$ cat config.mk
export PLATFORM = sky130hd
export DESIGN_NAME = toost_cell
export DESIGN_NICKNAME = d
export VERILOG_FILES = /design/src/rtl/toost_pkg.sv /design/src/rtl/toost_cell.sv
export SDC_FILE = /design/constraint.sdc
export NUM_CORES = 1
export LEC_CHECK = 0
export BUFFER_PORTS_ARGS = -buffer_cell sky130_fd_sc_hd__buf_2
export CAP_MARGIN = 20
export CORE_AREA = 2 2 166 168
export DETAILED_ROUTE_END_ITERATION = 8
export DIE_AREA = 0 0 168 170
export GPL_ROUTABILITY_DRIVEN = 0
export PLACE_DENSITY = 0.53
export SETUP_SLACK_MARGIN = 0.3
export SLEW_MARGIN = 0
export SYNTH_ARGS = -nofsm -noshare
export SYNTH_HDL_FRONTEND = slang
export SYNTH_SLANG_ARGS = --single-unit
$ cat constraint.sdc
create_clock -name i_clk -period 3.8 [get_ports i_clk]
set_input_delay 0.19 -clock i_clk [delete_from_list [all_inputs] [get_ports i_clk]]
set_output_delay 0.19 -clock i_clk [all_outputs]
set_load 0.02 [all_outputs]
$ cat src/rtl/toost_pkg.sv
`timescale 1ns / 1ps
package toost_pkg;
    localparam int TableDepth = 32;
    localparam int SeqW = 32;
    localparam int LenW = 16;
    localparam int TagW = 48;
    localparam int AckW = 32;

    typedef logic [2:0] t_cmd;
    localparam t_cmd CmdInsert = 3'd0;
    localparam t_cmd CmdLocate = 3'd1;
    localparam t_cmd CmdFind   = 3'd2;
    localparam t_cmd CmdDrain  = 3'd3;
    localparam t_cmd CmdClear  = 3'd4;

    typedef logic [1:0] t_status;
    localparam t_status StOk   = 2'd0;
    localparam t_status StDup  = 2'd1;
    localparam t_status StFull = 2'd2;
    localparam t_status StMiss = 2'd3;

    typedef struct packed {
        logic [SeqW-1:0] seq;
        logic [LenW-1:0] len;
        logic [TagW-1:0] tag;
        logic [AckW-1:0] ack;
    } t_entry;

    // broadcast from control to every cell
    typedef struct packed {
        logic            shift_en;  // insert: cells after pos take left neighbour
        logic            write_en;  // insert: cell at pos takes new entry
        logic [SeqW-1:0] key;
    } t_cell_ctl;

    // wrap-aware a before b
    function automatic logic seq_before(input logic [SeqW-1:0] a, input logic [SeqW-1:0] b);
        logic [SeqW-1:0] d;
        d = a - b;
        return d[SeqW-1];
    endfunction
endpackage

$ cat src/rtl/toost_cell.sv
`timescale 1ns / 1ps
module toost_cell (
    input  logic                  i_clk,
    input  logic                  i_valid,
    input  toost_pkg::t_cell_ctl  i_ctl,
    input  logic                  i_at_pos,
    input  logic                  i_after_pos,
    input  toost_pkg::t_entry     i_left,
    input  toost_pkg::t_entry     i_new,
    output toost_pkg::t_entry     o_entry,
    output logic                  o_eq,
    output logic                  o_key_before,
    output logic                  o_not_before_key
);
    import toost_pkg::*;

    t_entry r_entry;

    // shift / write per cell
    always_ff @(posedge i_clk) begin
        if (i_ctl.write_en && i_at_pos) begin
            r_entry <= i_new;
        end else if (i_ctl.shift_en && i_after_pos) begin
            r_entry <= i_left;
        end
    end

    // per-cell compare against key, masked by occupancy
    assign o_entry          = r_entry;
    assign o_eq             = i_valid && (r_entry.seq == i_ctl.key);
    assign o_key_before     = i_valid && seq_before(i_ctl.key, r_entry.seq);
    assign o_not_before_key = i_valid && !seq_before(r_entry.seq, i_ctl.key);
endmodule

Word-level counts from Yosys, hierarchy flattened
Cells that the tools add are included.

storage, ports and cells
  flip-flop bits (word level) = 128
  input bits = 294

cells by class
  add/sub/neg operators = 2
  eq/ne operators = 1
  mux-type cells = 2
  reductions and logical operators = 7

operators by type and width
  operator              count
  2-to-1 mux 128 bit    2
  subtractor 32 bit     2
  equality test 32 bit  1
  logical AND 1 bit     5
  nonzero test 2 bit    1
  zero test 1 bit       1

Depth between registers and ports, before layout
  depth in word-level cells = 3
  gate-level depth with buffers = 8

Worst setup path before layout
Ideal clock, no wire load.

  kind = input port to flip-flop
  from = input port i_ctl[32] (netlist bit)
  to = register r_entry, in the netlist o_entry[0], enable pin
  setup time = 1.113 ns
  arrival = 2.811 ns
  data required time = 2.687 ns
  path slack = -0.124 ns
  cell stages on the path = 4
  path buffers = 2
  cell sequence = nand2_1 buf_2 buf_2 nand2_1

on the way
  longest elaborated chain between the ends = 2

ends and longest elaborated chain
  item                          RTL line          source
  start: declaration            toost_cell.sv:5   input toost_pkg::t_cell_ctl i_ctl,
  logical AND 1 bit             toost_cell.sv:21  if (i_ctl.write_en && i_at_pos) begin
  nonzero test 2 bit (no line)  n/a
  end signal: assignment        toost_cell.sv:22  r_entry <= i_new;
  end signal: assignment        toost_cell.sv:24  r_entry <= i_left;
  end: declaration              toost_cell.sv:17  t_entry r_entry;

No other way between the ends.
A chain may end at the register's enable or synchronous reset.

Final worst setup path
  from = register r_entry, in the netlist o_entry[124]
  to = output port o_key_before

on the way
  longest elaborated chain between the ends = 2

ends and longest elaborated chain
  item               RTL line          source
  subtractor 32 bit  toost_pkg.sv:39   d = a - b;
  logical AND 1 bit  toost_cell.sv:31  assign o_key_before = i_valid && seq_before(i_ctl.key, r_entry.seq);
  end: declaration   toost_cell.sv:12  output logic o_key_before,

No other way between the ends.

==> results by group <==
STA
  – Pins Over Slew Limit: 0
  – Final Hold Fails: 0
  – Rel. slew slack: 31.2%
  – Crit share post-route: 73.9%
  – Setup ws final: 0.990 ns
  – Maximum clock rate: 0.356 GHz
  – Min cycle time layout: 2.81 ns
  – Setup Viol. Count Final: 0
  – Final TNS setup: 0 ns
  – Worst Tran Pin Value: 1.03 ns
  – RSZ-0062 raised after global routing: false

Clock network
  – CTS tree: built
  – Sink Count: 128
  – Clock slew at reported path FFs: 0.07 ns
  – Clock Tree Root: clkbuf_16
  – CTS Buf Count: 17
  – Hold-fix buffers at CTS: 0
  – Post-CTS Repair Setup Buffers: 0
  – PostCTS Resize Cnt: 0
  – H-tree depth: 4
  – Max Root-Sink Buffers: 2

Setup path
  – Worst Path Arrival: 2.62 ns
  – Critical path's most frequent cell: a21o_1
  – Crit-path cells: ha_1 -> a21o_1 -> a21o_1 -> a221oi_1 -> o21ai_1 -> a21oi_1 -> mux2i_1 -> buf_2
  – Critical path class: flip-flop to output pin
  – CP peak stage delay: 0.41 ns
  – Required time of the critical path: 3.61 ns
  – Worst Setup SP: o_entry[124]
  – Startpoint Class: flip-flop
  – Critical-path top delay cell: edfxtp_1
  – Crit Path Max Fanout: 3
  – CP Capture Type: output pin

Place
  – Dpl hpwl: 16.0 mm
  – Post-DP Area: 0.00938 mm²
  – Port Buffer Count: 424
  – Setup slack at placement: 1.44 ns

Floorplan
  – Core region area: 0.0267 mm²
  – # IOs: 425
  – Starting density of the core: 25.7%
  – FP Rows: 60
  – Die width: 168 µm
  – Die area: 0.0286 mm²
  – Chip height: 170 µm

Route
  – WL/cell: 16.3 µm
  – Total Wirelength: 20.6 mm
  – Starting DRT DRC Count: 192
  – Antenna-violating nets left: 0
  – DRC: 0
  – Pre-Repair DR Iteration Count: 4
  – DR vias: 5,318
  – Vias per std cell: 4.21

Pwr
  – VDD IR-drop max: 0.000266 V
  – Power Dens Cells: 451 mW/mm²
  – Leakage: 4.77 nW

GRT
  – First-pass GRT wire length: 30.6 mm
  – Largest net degree at the start of global routing: 129
  – Initial antenna violation count: 0
  – Total track usage: 14.1%
  – Total congestion overflow: 0
  – Vias in the first global route: 5,618

Final layout
  – Final #Nets: 1,266
  – Filler cell count: 2,610
  – Area delta synth->final: 45.8%
  – Fin area: 0.0100 mm²
  – Number of flip-flops under the largest register name: 128
  – Ant. Diodes: 0
  – Layout cells sized above 1: 59.5%

Synthesis
  – Average size of a mapped cell: 14.3 µm²
  – Main synth FF type: edfxtp_1
  – Count of cell types in the netlist: 26
  – Seq/Total Area, Yosys: 56.0%
  – Synth Instances: 480
  – Ys async rst share: 0%
  – Post-synth EDFFs: 128
  – Main area contributors after synthesis: edfxtp_1, mux2_2, ha_1
  – Synth warn: 0
  – Syn nets: 836
  – Top-count cell post-synth: edfxtp_1
  – Area leader, netlist: edfxtp_1
  – Post-synth top area share: 56.0%
  – Seq cells post-synth: 128
  – Post-synth top cells: edfxtp_1, mux2_2, inv_1
  – Cell Area, Synth: 0.00686 mm²

Min path
  – Hold Path Class: input pin to flip-flop
  – Worst hold start: i_new[41]

Status
  – Status: finished clean

Flow run
  – Max cap viols: 0
## through the flow
| step | utilization (%) | total power, mW | cells | hold slack (ns) |
|---|---|---|---|---|
| after global placement | 35.2 | 2.77 | 1232 | 0.475 |
| after global routing | 37.5 | 4.72 | 1264 | 0.0382 |
| after CTS | 37.5 | 4.59 | 1264 | 0.0266 |
| after floorplan | - | 2.36 | 480 | 0.391 |
| final | 37.5 | 4.50 | 1264 | 0.0580 |
| after detailed placement | 35.2 | 2.78 | 1232 | 0.474 |
## report_power, final
group / internal [mW] / switching (mW) / total, mW
Clock: 1.06 / 0.710 / 1.77
Sequential: 1.75 / 0.0585 / 1.81
Combinational: 0.385 / 0.544 / 0.929
Total: 3.19 / 1.31 / 4.50
## cell type report
cell class | count | area, µm² | share of cell area [%]
sequential | 128 | 3840 | 38.4
tap | 341 | 427 | 4.27
inverter | 64 | 240 | 2.40
multi-input combinational | 274 | 2730 | 27.3
timing repair buffer | 425 | 2140 | 21.4
clock inverter | 14 | 188 | 1.88
clock buffer | 18 | 429 | 4.29
## worst paths after layout
check | cells after the start | to | slack, ns
max | 8 | o_key_before | 0.99
min | 2 | o_entry[41] | 0.06
## cell families after synthesis
| kind of cell | count (synthesis) | share of synthesized area (%) |
|---|---|---|
| compound gates | 50 | 4.45 |
| fa+ha+maj | 62 | 11.3 |
| flops | 128 | 56.0 |
| buf+inv | 78 | 4.51 |
| simple gates | 31 | 2.26 |
| mux | 130 | 21.3 |
| xor+xnor | 1 | 0.128 |
## cell usage in the layout (no fill, tap or decap), drive strengths merged, types with 4 or more instances in the layout
| cell | instances |
|---|---|
| o21ai | 10 |
| a21o | 6 |
| a211oi | 4 |
| mux2 | 128 |
| inv | 73 |
| nand3 | 4 |
| buf | 425 |
| nor2 | 4 |
| a221oi | 4 |
| a21oi | 20 |
| clkbuf | 18 |
| ha | 62 |
| edfxtp | 128 |
| nand2 | 13 |
## worst max-delay path, delay by kind of cell, from the launching register on
family | cells | cell delay [ns]
AO/OA/AOI/OAI | 5 | 1.05
adder cells (fa/ha/maj) | 1 | 0.33
buffers and inverters | 1 | 0.20
flip-flops | 1 | 0.41
multiplexers | 1 | 0.20
## routing by layer
| metal | up-vias | track usage [%] | routed length, µm |
|---|---|---|---|
| met5 | - | 0 | 0 |
| met4 | 0 | 4.61 | 313 |
| met3 | 17 | 4.40 | 1570 |
| met2 | 237 | 25.0 | 10400 |
| met1 | 2448 | 16.3 | 8250 |
| li1 | 2616 | - | - |
(Power assumes the default switching activity.)
